File: src/nlb_pkg.sv
`timescale 1ns / 1ps
// ----------------------------------------------------------------------------
// nlb_pkg
// Types and fixed constants shared by the node selector modules.
// ----------------------------------------------------------------------------
package nlb_pkg;

    // Field widths
    localparam int ID_W     = 8;
    localparam int LOAD_W   = 16;
    localparam int ID_SPACE = 1 << ID_W;
    localparam int REQ_W    = 2;
    localparam int ST_W     = 2;
    localparam int NC_W     = 5;

    // Select policy codes
    localparam logic STRAT_RR = 1'b0;
    localparam logic STRAT_LL = 1'b1;

    typedef enum logic [REQ_W-1:0] {
        REQ_ADD    = 2'd0,
        REQ_REMOVE = 2'd1,
        REQ_UPDATE = 2'd2,
        REQ_SELECT = 2'd3
    } t_req;

    typedef enum logic [ST_W-1:0] {
        ST_OK      = 2'd0,
        ST_FULL    = 2'd1,
        ST_UNKNOWN = 2'd2,
        ST_EMPTY   = 2'd3
    } t_status;

    typedef enum logic [1:0] {
        S_IDLE = 2'd0,
        S_EXEC = 2'd1,
        S_WALK = 2'd2,
        S_OUT  = 2'd3
    } t_state;

    // Broadcast control from the sequencer to every list cell
    typedef struct packed {
        logic              walk;  // shift the chain one place toward cell 0
        logic              ins;   // during a walk, re-insert the head at the tail
        logic              add;   // write a new entry at the given position
        logic              upd;   // overwrite the load of matching entries
        logic [ID_W-1:0]   id;
        logic [LOAD_W-1:0] load;
    } t_cell_ctl;

endpackage

File: src/nlb_cell.sv
`timescale 1ns / 1ps
// ----------------------------------------------------------------------------
// nlb_cell
// One list entry: a node id and its load, shifted from the neighbor cell.
// ----------------------------------------------------------------------------
module nlb_cell #(
    parameter int IDX   = 0,
    parameter int IDX_W = 4
) (
    input  logic                          i_clk,
    input  nlb_pkg::t_cell_ctl            i_ctl,
    input  logic [IDX_W-1:0]              i_pos,
    input  logic [nlb_pkg::ID_W-1:0]      i_next_id,
    input  logic [nlb_pkg::LOAD_W-1:0]    i_next_load,
    input  logic [nlb_pkg::ID_W-1:0]      i_head_id,
    input  logic [nlb_pkg::LOAD_W-1:0]    i_head_load,
    output logic [nlb_pkg::ID_W-1:0]      o_id,
    output logic [nlb_pkg::LOAD_W-1:0]    o_load
);
    import nlb_pkg::*;

    logic [ID_W-1:0]   r_id;
    logic [LOAD_W-1:0] r_load;
    logic              w_at_pos;
    logic              w_match;

    assign w_at_pos = (i_pos == IDX_W'(IDX));
    assign w_match  = (r_id == i_ctl.id);

    // Shift, append or update the entry
    always_ff @(posedge i_clk) begin
        if (i_ctl.walk) begin
            if (i_ctl.ins && w_at_pos) begin
                r_id   <= i_head_id;
                r_load <= i_head_load;
            end else begin
                r_id   <= i_next_id;
                r_load <= i_next_load;
            end
        end else if (i_ctl.add) begin
            if (w_at_pos) begin
                r_id   <= i_ctl.id;
                r_load <= '0;
            end else if (w_match) begin
                r_load <= '0;
            end
        end else if (i_ctl.upd && w_match) begin
            r_load <= i_ctl.load;
        end
    end

    assign o_id   = r_id;
    assign o_load = r_load;

endmodule

File: src/nlb_ctrl.sv
`timescale 1ns / 1ps
// ----------------------------------------------------------------------------
// nlb_ctrl
// Request sequencer: known flags, list length, round-robin pointer, chain walk.
// ----------------------------------------------------------------------------
module nlb_ctrl #(
    parameter int MAX_NODES = 16
) (
    input  logic                          i_clk,
    input  logic                          i_rst_n,
    input  logic                          i_in_valid,
    output logic                          o_in_stall,
    input  logic [nlb_pkg::REQ_W-1:0]     i_req_type,
    input  logic [nlb_pkg::ID_W-1:0]      i_node_id,
    input  logic [nlb_pkg::LOAD_W-1:0]    i_load_value,
    input  logic                          i_strategy,
    output logic                          o_out_valid,
    input  logic                          i_out_stall,
    output logic [nlb_pkg::ST_W-1:0]      o_status,
    output logic [nlb_pkg::ID_W-1:0]      o_selected_node,
    output logic [nlb_pkg::NC_W-1:0]      o_node_count,
    input  logic [nlb_pkg::ID_W-1:0]      i_head_id,
    input  logic [nlb_pkg::LOAD_W-1:0]    i_head_load,
    output nlb_pkg::t_cell_ctl            o_cell_ctl,
    output logic [$clog2(MAX_NODES)-1:0]  o_pos
);
    import nlb_pkg::*;

    localparam int IDX_W = $clog2(MAX_NODES);
    localparam int CNT_W = $clog2(MAX_NODES + 1);

    t_state              r_state;
    t_state              n_state;
    t_req                r_req;
    logic [ID_W-1:0]     r_id;
    logic [LOAD_W-1:0]   r_load;
    logic                r_strat;
    logic [CNT_W-1:0]    r_len;
    logic [IDX_W-1:0]    r_rr;
    logic [ID_SPACE-1:0] r_known;
    logic [CNT_W-1:0]    r_step;
    logic [CNT_W-1:0]    r_cur_len;
    logic [CNT_W-1:0]    r_walk_len;
    t_status             r_status;
    logic [ID_W-1:0]     r_sel;
    logic [LOAD_W-1:0]   r_best_load;
    logic                r_out_valid;
    t_status             r_out_status;
    logic [ID_W-1:0]     r_out_sel;
    logic [NC_W-1:0]     r_out_count;

    logic                w_known;
    logic [IDX_W-1:0]    w_rr_p;
    logic [CNT_W-1:0]    w_rr_inc;
    logic                w_last;
    logic                w_keep;
    logic                w_has_room;
    logic [CNT_W-1:0]    w_tail;
    logic [CNT_W-1:0]    n_cur_len;
    logic [NC_W+CNT_W-1:0] w_count_ext;
    logic [NC_W-1:0]     w_count;

    // Decode request and walk conditions
    always_comb begin
        w_known     = r_known[r_id];
        w_rr_p      = (CNT_W'(r_rr) < r_len) ? r_rr : '0;
        w_rr_inc    = CNT_W'(w_rr_p) + CNT_W'(1);
        w_last      = (r_step == (r_walk_len - CNT_W'(1)));
        w_keep      = (r_req != REQ_REMOVE) || (i_head_id != r_id);
        w_has_room  = (r_len < CNT_W'(MAX_NODES));
        w_tail      = r_cur_len - CNT_W'(1);
        n_cur_len   = w_keep ? r_cur_len : (r_cur_len - CNT_W'(1));
        w_count_ext = {{NC_W{1'b0}}, r_len};
        w_count     = w_count_ext[NC_W-1:0];
    end

    // Next state
    always_comb begin
        case (r_state)
            S_IDLE: n_state = i_in_valid ? S_EXEC : S_IDLE;
            S_EXEC: begin
                if (((r_req == REQ_REMOVE) && w_known) ||
                    ((r_req == REQ_SELECT) && (r_len != '0))) begin
                    n_state = S_WALK;
                end else begin
                    n_state = S_OUT;
                end
            end
            S_WALK: n_state = w_last ? S_OUT : S_WALK;
            S_OUT:  n_state = (!r_out_valid || !i_out_stall) ? S_IDLE : S_OUT;
            default: n_state = S_IDLE;
        endcase
    end

    // Drive handshake and cell controls
    always_comb begin
        o_in_stall      = (r_state != S_IDLE);
        o_cell_ctl.walk = (r_state == S_WALK);
        o_cell_ctl.ins  = (r_state == S_WALK) && w_keep;
        o_cell_ctl.add  = (r_state == S_EXEC) && (r_req == REQ_ADD) && w_has_room;
        o_cell_ctl.upd  = (r_state == S_EXEC) && (r_req == REQ_UPDATE) && w_known;
        o_cell_ctl.id   = r_id;
        o_cell_ctl.load = r_load;
        o_pos           = (r_state == S_WALK) ? w_tail[IDX_W-1:0] : r_len[IDX_W-1:0];
    end

    // Sequence the request
    always_ff @(posedge i_clk) begin
        if (!i_rst_n) begin
            r_state     <= S_IDLE;
            r_len       <= '0;
            r_rr        <= '0;
            r_known     <= '0;
            r_out_valid <= 1'b0;
        end else begin
            r_state <= n_state;
            // load a finished result, or drop the one just taken
            if ((r_state == S_OUT) && (!r_out_valid || !i_out_stall)) begin
                r_out_valid <= 1'b1;
            end else if (!i_out_stall) begin
                r_out_valid <= 1'b0;
            end
            case (r_state)
                S_IDLE: begin
                    if (i_in_valid) begin
                        r_req   <= t_req'(i_req_type);
                        r_id    <= i_node_id;
                        r_load  <= i_load_value;
                        r_strat <= i_strategy;
                    end
                end
                S_EXEC: begin
                    r_sel      <= '0;
                    r_step     <= '0;
                    r_cur_len  <= r_len;
                    r_walk_len <= r_len;
                    case (r_req)
                        REQ_ADD: begin
                            if (w_has_room) begin
                                r_known[r_id] <= 1'b1;
                                r_len         <= r_len + CNT_W'(1);
                                r_status      <= ST_OK;
                            end else begin
                                r_status <= ST_FULL;
                            end
                        end
                        REQ_REMOVE: begin
                            if (w_known) begin
                                r_known[r_id] <= 1'b0;
                                r_status      <= ST_OK;
                            end else begin
                                r_status <= ST_UNKNOWN;
                            end
                        end
                        REQ_UPDATE: begin
                            r_status <= w_known ? ST_OK : ST_UNKNOWN;
                        end
                        REQ_SELECT: begin
                            r_status <= (r_len == '0) ? ST_EMPTY : ST_OK;
                        end
                        default: r_status <= ST_OK;
                    endcase
                end
                S_WALK: begin
                    r_step    <= r_step + CNT_W'(1);
                    r_cur_len <= n_cur_len;
                    if (r_req == REQ_SELECT) begin
                        if (r_strat == STRAT_RR) begin
                            // capture the entry under the pointer, then advance with wrap
                            if (r_step == CNT_W'(w_rr_p)) begin
                                r_sel <= i_head_id;
                            end
                            if (w_last) begin
                                r_rr <= (w_rr_inc >= r_len) ? '0 : w_rr_inc[IDX_W-1:0];
                            end
                        end else if ((r_step == '0) || (i_head_load < r_best_load)) begin
                            // keep the first strictly lowest load
                            r_best_load <= i_head_load;
                            r_sel       <= i_head_id;
                        end
                    end else if (w_last) begin
                        // commit the compacted length, wrap a pointer past the end
                        r_len <= n_cur_len;
                        if (CNT_W'(r_rr) >= n_cur_len) begin
                            r_rr <= '0;
                        end
                    end
                end
                S_OUT: begin
                    if (!r_out_valid || !i_out_stall) begin
                        r_out_status <= r_status;
                        r_out_sel    <= r_sel;
                        r_out_count  <= w_count;
                    end
                end
                default: ;
            endcase
        end
    end

    assign o_out_valid     = r_out_valid;
    assign o_status        = r_out_status;
    assign o_selected_node = r_out_sel;
    assign o_node_count    = r_out_count;

endmodule

File: src/node_load_balancer_unit.sv
`timescale 1ns / 1ps
// ----------------------------------------------------------------------------
// node_load_balancer_unit
// Node list with add, remove, load update and round-robin or least-loaded
// select, built as a chain of list cells driven by a request sequencer.
// ----------------------------------------------------------------------------
// Flow: every request is accepted in idle, executed, and then moved into the
// output register. A remove of a known id and a select from a non-empty list
// also walk every entry listed before the request once through cell 0 (one
// entry per cycle) between execution and the output register. A new request
// is taken as soon as the sequencer is back in idle, even while the previous
// result still waits in the output register; a stalled output holds the next
// result in the sequencer until it drains.
// ----------------------------------------------------------------------------
module node_load_balancer_unit #(
    parameter int MAX_NODES = 16
) (
    input  logic                          i_clk,
    input  logic                          i_rst_n,
    input  logic                          i_in_valid,
    output logic                          o_in_stall,
    input  logic [nlb_pkg::REQ_W-1:0]     i_req_type,
    input  logic [nlb_pkg::ID_W-1:0]      i_node_id,
    input  logic [nlb_pkg::LOAD_W-1:0]    i_load_value,
    input  logic                          i_strategy,
    output logic                          o_out_valid,
    input  logic                          i_out_stall,
    output logic [nlb_pkg::ST_W-1:0]      o_status,
    output logic [nlb_pkg::ID_W-1:0]      o_selected_node,
    output logic [nlb_pkg::NC_W-1:0]      o_node_count
);
    import nlb_pkg::*;

    localparam int IDX_W = $clog2(MAX_NODES);

    t_cell_ctl         w_ctl;
    logic [IDX_W-1:0]  w_pos;
    logic [ID_W-1:0]   w_id   [MAX_NODES];
    logic [LOAD_W-1:0] w_load [MAX_NODES];

    // Sequencer
    nlb_ctrl #(
        .MAX_NODES (MAX_NODES)
    ) u_ctrl (
        .i_clk           (i_clk),
        .i_rst_n         (i_rst_n),
        .i_in_valid      (i_in_valid),
        .o_in_stall      (o_in_stall),
        .i_req_type      (i_req_type),
        .i_node_id       (i_node_id),
        .i_load_value    (i_load_value),
        .i_strategy      (i_strategy),
        .o_out_valid     (o_out_valid),
        .i_out_stall     (i_out_stall),
        .o_status        (o_status),
        .o_selected_node (o_selected_node),
        .o_node_count    (o_node_count),
        .i_head_id       (w_id[0]),
        .i_head_load     (w_load[0]),
        .o_cell_ctl      (w_ctl),
        .o_pos           (w_pos)
    );

    // Chain of list cells, each fed by its upper neighbor and the last by cell 0
    for (genvar g = 0; g < MAX_NODES; g++) begin : g_cell
        logic [ID_W-1:0]   w_next_id;
        logic [LOAD_W-1:0] w_next_load;

        if (g + 1 < MAX_NODES) begin : g_mid
            assign w_next_id   = w_id[g+1];
            assign w_next_load = w_load[g+1];
        end else begin : g_end
            assign w_next_id   = w_id[0];
            assign w_next_load = w_load[0];
        end

        nlb_cell #(
            .IDX   (g),
            .IDX_W (IDX_W)
        ) u_cell (
            .i_clk       (i_clk),
            .i_ctl       (w_ctl),
            .i_pos       (w_pos),
            .i_next_id   (w_next_id),
            .i_next_load (w_next_load),
            .i_head_id   (w_id[0]),
            .i_head_load (w_load[0]),
            .o_id        (w_id[g]),
            .o_load      (w_load[g])
        );
    end

endmodule

File: config.mk
export PLATFORM = sky130hd
export DESIGN_NAME = node_load_balancer_unit
export DESIGN_NICKNAME = d
export VERILOG_FILES = /design/src/nlb_pkg.sv /design/src/nlb_cell.sv /design/src/nlb_ctrl.sv /design/src/node_load_balancer_unit.sv
export SDC_FILE = /design/constraint.sdc
export NUM_CORES = 1
export LEC_CHECK = 0
export ABC_AREA = 1
export ABC_CLOCK_PERIOD_IN_PS = 7500
export BUFFER_PORTS_ARGS = -buffer_cell sky130_fd_sc_hd__buf_4
export CELL_PAD_IN_SITES_DETAIL_PLACEMENT = 1
export CELL_PAD_IN_SITES_GLOBAL_PLACEMENT = 2
export CORE_MARGIN = 4
export CORE_UTILIZATION = 39
export CTS_CLUSTER_SIZE = 16
export DETAILED_ROUTE_END_ITERATION = 12
export PLACE_DENSITY_LB_ADDON = 0.1
export SYNTH_ARGS = -nofsm -noshare
export SYNTH_HDL_FRONTEND = slang
export SYNTH_HIERARCHICAL = 1
export SYNTH_SLANG_ARGS = --single-unit
export TNS_END_PERCENT = 20
File: constraint.sdc
create_clock -name i_clk -period 7.5 [get_ports i_clk]
set_input_delay 0 -clock i_clk [delete_from_list [all_inputs] [get_ports i_clk]]
set_output_delay 0 -clock i_clk [all_outputs]
set_load 0.005 [all_outputs]
* Word level (Yosys, flattened, before mapping)
Index checks and enable logic that the tools add are counted.
** Storage, ports and cells
- Memories :: 0
- Bits in writable memories :: 0
- Word-level logic and storage cells :: 464
- Memory bits (read-only) :: 0
- Bits in latches :: 0
- Register bits :: 735
** Operators by class
- Reduce and logical (&&, ||, !) cells :: 133
- Mux-type cells :: 197
- Div/mod/pow operators :: 0
- $mul :: 0
- Shift operators :: 0
- Bitwise gates (word level) :: 3
- Equality and inequality tests :: 69
- Add/subtract/negate cells :: 5
- Magnitude comparators :: 7
** Operators with widths (count)
- 16-bit two-way mux :: 95
- 8-bit two-way mux :: 67
- 256-bit two-way mux :: 2
- 256-bit one-hot mux with 2 select lines :: 1
- 256-bit AND :: 1
- 256-bit inverter :: 1
- 256-bit OR :: 1
- 8-bit equality test :: 16
- 2-bit AND reduction :: 32
- 4-bit by 1-bit inequality test with 1-bit output, second input constant :: 15
- 3-bit nonzero test :: 16
- 2-bit nonzero test :: 23
- 1-bit logical AND :: 40
- 4-bit equality test, second input constant :: 8
- 4-bit two-way mux :: 8
- 5-bit one-hot mux with 2 select lines :: 3
- 5-bit two-way mux :: 5
- 5-bit AND reduction :: 4
- 4-bit by 3-bit equality test with 1-bit output, second input constant :: 4
- 16-bit < comparator :: 1
- 8-bit one-hot mux with 2 select lines :: 1
- 2-bit inequality test, second input constant :: 6
- 3-bit AND reduction :: 4
- 5-bit by 1-bit adder with 5-bit output, second input constant :: 2
- other kinds (32) :: 58

* Logic depth before layout (Yosys ltp)
Gate-level depths: netlist of the first run.
- Depth in word-level cells :: 8
- Gate-level depth with buffers :: 23
- Gate-level depth less buffers :: 20

* Hierarchy
The synthesis of the first run kept the hierarchy.
** Modules (own cells, without submodules)
- nlb_ctrl :: instances 1, area each 22611.7 um2, sequential area each 7857.5 um2, cells an instance 3712
- nlb_cell (g_cell[10].u_cell ...) :: instances 6, area each 1537.7 um2, sequential area each 720.7 um2, cells an instance 217
- nlb_cell (g_cell[11].u_cell ...) :: instances 4, area each 1644.1 um2, sequential area each 720.7 um2, cells an instance 243
- nlb_cell (g_cell[1].u_cell ...) :: instances 4, area each 1549.0 um2, sequential area each 720.7 um2, cells an instance 205
- nlb_cell (g_cell[15].u_cell) :: instances 1, area each 1640.3 um2, sequential area each 720.7 um2, cells an instance 242
- nlb_cell (g_cell[0].u_cell) :: instances 1, area each 1562.7 um2, sequential area each 720.7 um2, cells an instance 204

* Worst setup path before layout of the first run
Ideal clock, no wire load.
- Kind :: reg2reg
- Start :: register u_ctrl.r_state[0]
- End :: register g_cell[8].u_cell.r_load[0], enable pin
- Arrival :: 4.629 ns
- Cell stages (with the launch flop) :: 11
- Library setup time :: 0.392 ns
- Setup slack :: 2.478 ns
- Path buffers :: 1
- Cell sequence :: dfxtp_1 inv_1 ha_1 inv_1 clkbuf_1 o21ai_0 inv_1 nor2_2 nand3_1 nand2_1 o21bai_1
** RTL lines
- from (decl) :: line nlb_ctrl.sv:32 : t_state r_state;
- from (signal assigned) :: line nlb_ctrl.sv:116 : r_state <= n_state;
- to (signal assigned) :: line nlb_cell.sv:35 : r_load <= i_head_load;
- to (signal assigned) :: line nlb_cell.sv:38 : r_load <= i_next_load;
- to (signal assigned) :: line nlb_cell.sv:48 : r_load <= i_ctl.load;
- to (decl) :: line nlb_cell.sv:23 : logic [LOAD_W-1:0] r_load;

==> flow_metrics.tcl, run 1 <==
set metrics [dict create \
    clkTransAtPathRegs_ps 60 \
    period_minus_slack_ps 4690 \
    powerDensity_nw_per_um2 206 \
    min_to "u_ctrl/r_id[4]$_DFFE_PP_" \
    finalHoldViolations 0 \
    clock.fmax_mhz 213 \
    post-route-util_pct 43.1 \
    cts_sinks 735 \
    post_cts_buffers 0 \
    p_leak_uw 0.0246 \
    die_w_um 358 \
    grt_pass1_wl_um 275000 \
    yosys.cell_types.count 42 \
    core_um2 122000 \
    avgSynthCellArea_um2 6.59 \
    ys.flop_type "edfxtp_1" \
    avgViaCountPerCell 5.19 \
    period_share_pct 62.5 \
    antenna_found_initial 0 \
    finalSetupTns_ps 0 \
    tightest_slew_ps 1200 \
    reg2reg_from "u_ctrl/r_id[1]$_DFFE_PP_" \
    synth_edf_count 467 \
    ios 48 \
    gr-total-overflow 0 \
    htreeDepth 3 \
    rrSetupSlack_ps 2810 \
    grt_max_degree 190 \
    wl_um 177000 \
    holdWs_ps 42.8 \
    grtUsageTotal_pct 27.3 \
    drcViolationCount 0 \
    whs_path_depth 2 \
    synth_seq_cells 735 \
    cts_buffer_depth 3 \
    first_global_vias 46965 \
    crit_path_start_kind "flip-flop" \
    cts-root-buf "clkbuf_16" \
    clk_latency_ps 700 \
    stdcell_area_um2 52400 \
    via_count 45978 \
    ys_seq_area_share_pct 40.6 \
    path_max_fanout 121 \
    grt_setup_unrepaired "no" \
    dpl.cell_count 8644 \
    num-nets-final 7241 \
    arrival_ps 5270 \
    dr.pass1.iters 5 \
    crit_type "flip-flop to flip-flop" \
    syn2layout_area_growth_pct 9.65 \
    synthCells 7252 \
    required_ps 8080 \
    hpwl_um 107000 \
    async_flop_share_pct 0 \
    min_path_type "primary input to flip-flop" \
    final_antenna_net_count 0 \
    drv_slew 0 \
    drt-initial-drc-count 2963 \
    numCtsBuffers 93 \
    final_cell_mix "nand2_1, inv_1, nor2_1, nand3_1, edfxtp_1" \
    slew_headroom_pct 19.7 \
    globalplace.congestion 0.800 \
    syn-num-nets 7325 \
    syn_area_um2 47800 \
    yosysWarnings 6 \
    cts_tree "done" \
    final_common_cell "nand2_1" \
    die_h_um 358 \
    rows 128 \
    io_buffer_count 47 \
    diodes 0 \
    min_from "i_node_id[4]" \
    vdd.ir_drop.worst_mv 0.156 \
    final_cells 8867 \
    skew_ps 26.2 \
    drive_above_1_share_pct 5.59 \
    setup_violations 0 \
    dieArea_um2 128000 \
    routedWlPerCell_um 19.9 \
    worstSetupStartpoint "u_ctrl/r_id[1]$_DFFE_PP_" \
    drv_cap 0 \
    r2r_cells 20 \
    endpoint_kind "flip-flop" \
    start_util_pct 39.3 \
    status "complete, no violations" \
    post_dp_cell_area_um2 49000 \
]
synth_stat cells (all sizes together), types with 2 or more instances:
library cell	instances	area [um^2]
xor2	9	78.8
nor2	983	3830
clkinv	118	443
nand4	287	1870
o21bai	16	120
or2	9	56.3
a31oi	3	18.8
dfxtp	268	5370
xnor2	56	490
nor3	7	35.0
a21o	2	15.0
a21oi	112	561
ha	42	526
o211ai	3	22.5
buf	280	1880
nand2	2449	9200
nand3	522	2680
edfxtp	467	14000
clkbuf	122	459
inv	1142	4290
o21ai	344	1780
o31ai	2	15.0
and3	2	12.5
how the worst max path moves through the flow:
| stage | to | cells after the start |
|---|---|---|
| final | flip-flop | 20 |
| after floorplan | g_cell[8].u_cell/o_load[0]$_DFFE_PP_ | 10 |
| after global routing | flip-flop | 20 |
| after detailed placement | g_cell[15].u_cell/o_id[3]$_DFFE_PP_ | 12 |
| after global placement | flip-flop | 20 |
| after CTS | g_cell[14].u_cell/o_load[7]$_DFFE_PP_ | 12 |
through the flow:
stage / worst slack, ps / power [uW]
CTS: 2860 / 10900
detailed placement: 2890 / 6430
global route: 2580 / 11200
finish: 2810 / 10800
floorplan: 2480 / 5820
global placement: 2960 / 6390
repair_timing:
item                                   CTS  global route
resized for setup                        0             0
hold buffers                            53             0
endpoints found under the hold margin  149             0
per-layer routing:
metal / vias up / share of wire (%) / global-route usage (%)
li1: 22263 / - / -
met1: 22693 / 43 / 33.5
met2: 765 / 51 / 50.7
met3: 257 / 3.1 / 2.77
met4: 0 / 2.6 / 7.03
met5: - / 0 / 0
layout make-up:
class / instances / area (um^2)
fill: 15841 / 69300
inverter: 1260 / 4740
timing repair buffer: 223 / 1920
multi-input combinational: 4855 / 21500
sequential: 735 / 19400
clock inverter: 41 / 347
clock buffer: 128 / 2540
tap: 1625 / 2030
critical path: stages (launching register included):
cell      delay [ps]
edfxtp_1         440
clkinv_2         510
buf_4            510
nor2_1           180
a21oi_1          170
nand2_1           60
nand2_1           60
nand2_1           50
nor2_1           110
nor2_1            60
nor2_1           120
nand2_1           70
nand2_1           80
nand2_1          150
nor2_4           370
nand2_8          530
buf_12           490
nand3_1          160
nand2_1           90
clkinv_1          60
nor2_1            30
kinds of logic (layout without fill, tap and decap cells):
family / after synthesis / count (layout) / share of synthesized area (%)
flip-flops: 735 / 735 / 40.6
buffers and inverters: 1662 / 1652 / 14.8
adder cells (fa/ha/maj): 42 / 42 / 1.10
XOR/XNOR: 65 / 65 / 1.19
AO/OA/AOI/OAI: 487 / 487 / 5.38
AND/OR/NAND/NOR: 4261 / 4261 / 37.0
where the power goes:
part | total (uW) | leakage [uW] | switching, uW | internal, uW
combinational | 1720 | 0.0167 | 1280 | 443
clock | 4410 | 0.00141 | 1880 | 2530
sequential | 4660 | 0.00643 | 108 | 4550
total | 10800 | 0.0246 | 3270 | 7520
(Power assumes the default switching activity.)
==> run 2: changes to the inputs <==
- ABC_CLOCK_PERIOD_IN_PS: 7500 -> 4100
- CORE_UTILIZATION: 39 -> 33
- clock period: 7.5 -> 4.1 ns (I/O delays scaled with it)
==> flow_metrics.tcl, run 2 (synthesis results as in run 1) <==
set metrics [dict create \
    status "complete, no violations" \
    grtUsageTotal_pct 24.2 \
    endpoint_kind "flip-flop" \
    p_clk_share_pct 41.6 \
    die_w_um 389 \
    hpwl_um 115000 \
    seq_area_um2 19400 \
    p_int_uw 14100 \
    htreeDepth 3 \
    globalplace.congestion 0.782 \
    clkTransAtPathRegs_ps 60 \
    ios 48 \
    drv_cap 0 \
    p_leak_uw 0.0252 \
    grt_setup_unrepaired "no" \
    preCtsSetupSlack_ps 321 \
    num-nets-final 7325 \
    final_cells 9230 \
    antenna_found_initial 0 \
    dpl.cell_count 9003 \
    setup_violations 0 \
    powerDensity_nw_per_um2 375 \
    final_cell_mix "nand2_1, inv_1, nor2_1, nand3_1, edfxtp_1" \
    gr-total-overflow 0 \
    cts-root-buf "clkbuf_16" \
    final_common_cell "nand2_1" \
    start_util_pct 33.2 \
    syn2layout_area_growth_pct 13.0 \
    routedWlPerCell_um 20.1 \
    endpoint "g_cell[6].u_cell/o_load[4]$_DFFE_PP_" \
    sequentialPowerShare_pct 41.8 \
    path_max_fanout 16 \
    switching_power_uw 6130 \
    min_from "i_node_id[5]" \
    dieArea_um2 151000 \
    skew_ps 31.3 \
    final.setup.worst_slack_ps 325 \
    cts_buffer_depth 3 \
    drv_slew 0 \
    finalHoldViolations 0 \
    grt_max_degree 173 \
    clk_latency_ps 720 \
    slew_headroom_pct 15.5 \
    ctsResizeCount 0 \
    reg2reg_from "u_ctrl/r_id[2]$_DFFE_PP_" \
    cts_tree "done" \
    via_count 45869 \
    r2r_cells 19 \
    cp_slowest_cell "edfxtp_1" \
    avgViaCountPerCell 4.97 \
    dr.pass1.iters 5 \
    multi_input_area_um2 21500 \
    numCtsBuffers 96 \
    cp_slowest_stage_delay_ps 510 \
    final_antenna_net_count 0 \
    drt-initial-drc-count 2667 \
    io_buffer_count 47 \
    period_minus_slack_ps 3780 \
    p_total_uw 20300 \
    vdd.ir_drop.worst_mv 0.321 \
    period_share_pct 92.1 \
    cts_sinks 735 \
    rows 139 \
    die_h_um 389 \
    required_ps 4510 \
    crit_type "flip-flop to flip-flop" \
    core_um2 144000 \
    arrival_ps 4180 \
    crit_path_start_kind "flip-flop" \
    wl_um 185000 \
    tightest_slew_ps 1260 \
    combPwrFrac_pct 16.6 \
    r2r-end "g_cell[6].u_cell/o_load[4]$_DFFE_PP_" \
    fillers 18291 \
    critPathMostFrequentCell "nand2_1" \
    path_cells "nand2_1 > inv_1 > buf_4 > nand2_1 > nand2_1 > nor2_1 > nor2_1 > nor2_1 > nand2_1 > nand2_1 > nand2_1 > nor2_4 > nor2_2 > buf_12 > nor2_1 > nor2_1 > nand3_1 > o21bai_1 > buf_4" \
    grt_pass1_wl_um 285000 \
    min_path_type "primary input to flip-flop" \
    first_global_vias 47514 \
    clock.fmax_mhz 265 \
    worstSetupStartpoint "u_ctrl/r_id[2]$_DFFE_PP_" \
    drcViolationCount 0 \
    drive_above_1_share_pct 6.96 \
    diodes 0 \
    switching_share_pct 30.2 \
    rrSetupSlack_ps 320 \
]
==> run 2: cell count changes in the layout (fill, tap and decap cells not counted), moves of 4 or more <==
cell | before | now
o21bai_1 | 16 | 6
buf_12 | 8 | 44
buf_4 | 160 | 205
clkinv_1 | 134 | 128
clkbuf_8 | 8 | 12
o21bai_2 | 0 | 10
==> run 2: how the worst min path moves through the flow <==
stage,slack [ps],to,cells past startpoint
final,70,u_ctrl/r_id[5]$_DFFE_PP_,2
after global routing,30,u_ctrl/r_id[5]$_DFFE_PP_,2
after CTS,9,u_ctrl/r_id[5]$_DFFE_PP_,2
after detailed placement,180,u_ctrl/r_id[4]$_DFFE_PP_,1
after global placement,180,u_ctrl/r_load[1]$_DFFE_PP_,1
after floorplan,100,u_ctrl/r_id[0]$_DFFE_PP_,0
==> run 2: power groups by stage <==
stage	clock network [uW]	logic, uW	registers [uW]
after detailed placement	0	3340	8630
after CTS	8710	3410	8480
after floorplan	0	1960	8690
after global routing	9010	3730	8500
after global placement	0	3290	8630
final	8440	3370	8470
==> run 2: worst max-delay path: cells and delay by family (launching register included) <==
family | cells | cell delay (ps)
buffers and inverters | 4 | 1390
flip-flops | 1 | 510
AO/OA/AOI/OAI | 1 | 280
AND/OR/NAND/NOR | 14 | 1230
==> run 2: metal layers <==
metal  GRT usage (%)  up-vias  share of wire, %
li1                -    22413                 -
met1            29.3    22523                43
met2            44.9      665                51
met3            2.68      268               3.0
met4            7.24        0               3.2
met5               0        -                 0
==> run 2: stage by stage <==
step / cell area, um^2 / utilization, % / hold WS [ps] / setup TNS (ps)
3_3_place_gp: 50400 / 35.1 / 178 / 0
4_1_cts: 54000 / 37.6 / 8.84 / 0
6_report: 54000 / 37.6 / 72.3 / 0
2_1_floorplan: 47900 / - / 98.9 / -25090
3_5_place_dp: 50400 / 35.1 / 180 / 0
5_1_grt: 54000 / 37.6 / 32.1 / 0
==> run 2: timing repair <==
item	4_1_cts	5_1_grt
setup buffers	0	0
endpoints found under the hold margin	133	0
hold buffers	54	0
endpoints found under the setup margin	0	0
==> run 2: final cells by class <==
| type | instances | area share, % |
|---|---|---|
| Timing Repair Buffer | 304 | 5.51 |
| Tap cell | 1903 | 4.41 |
| Inverter | 1260 | 8.77 |
| Clock buffer | 133 | 4.92 |
| Clock inverter | 40 | 0.732 |
| Sequential cell | 735 | 35.9 |
| Multi-Input combinational cell | 4855 | 39.8 |
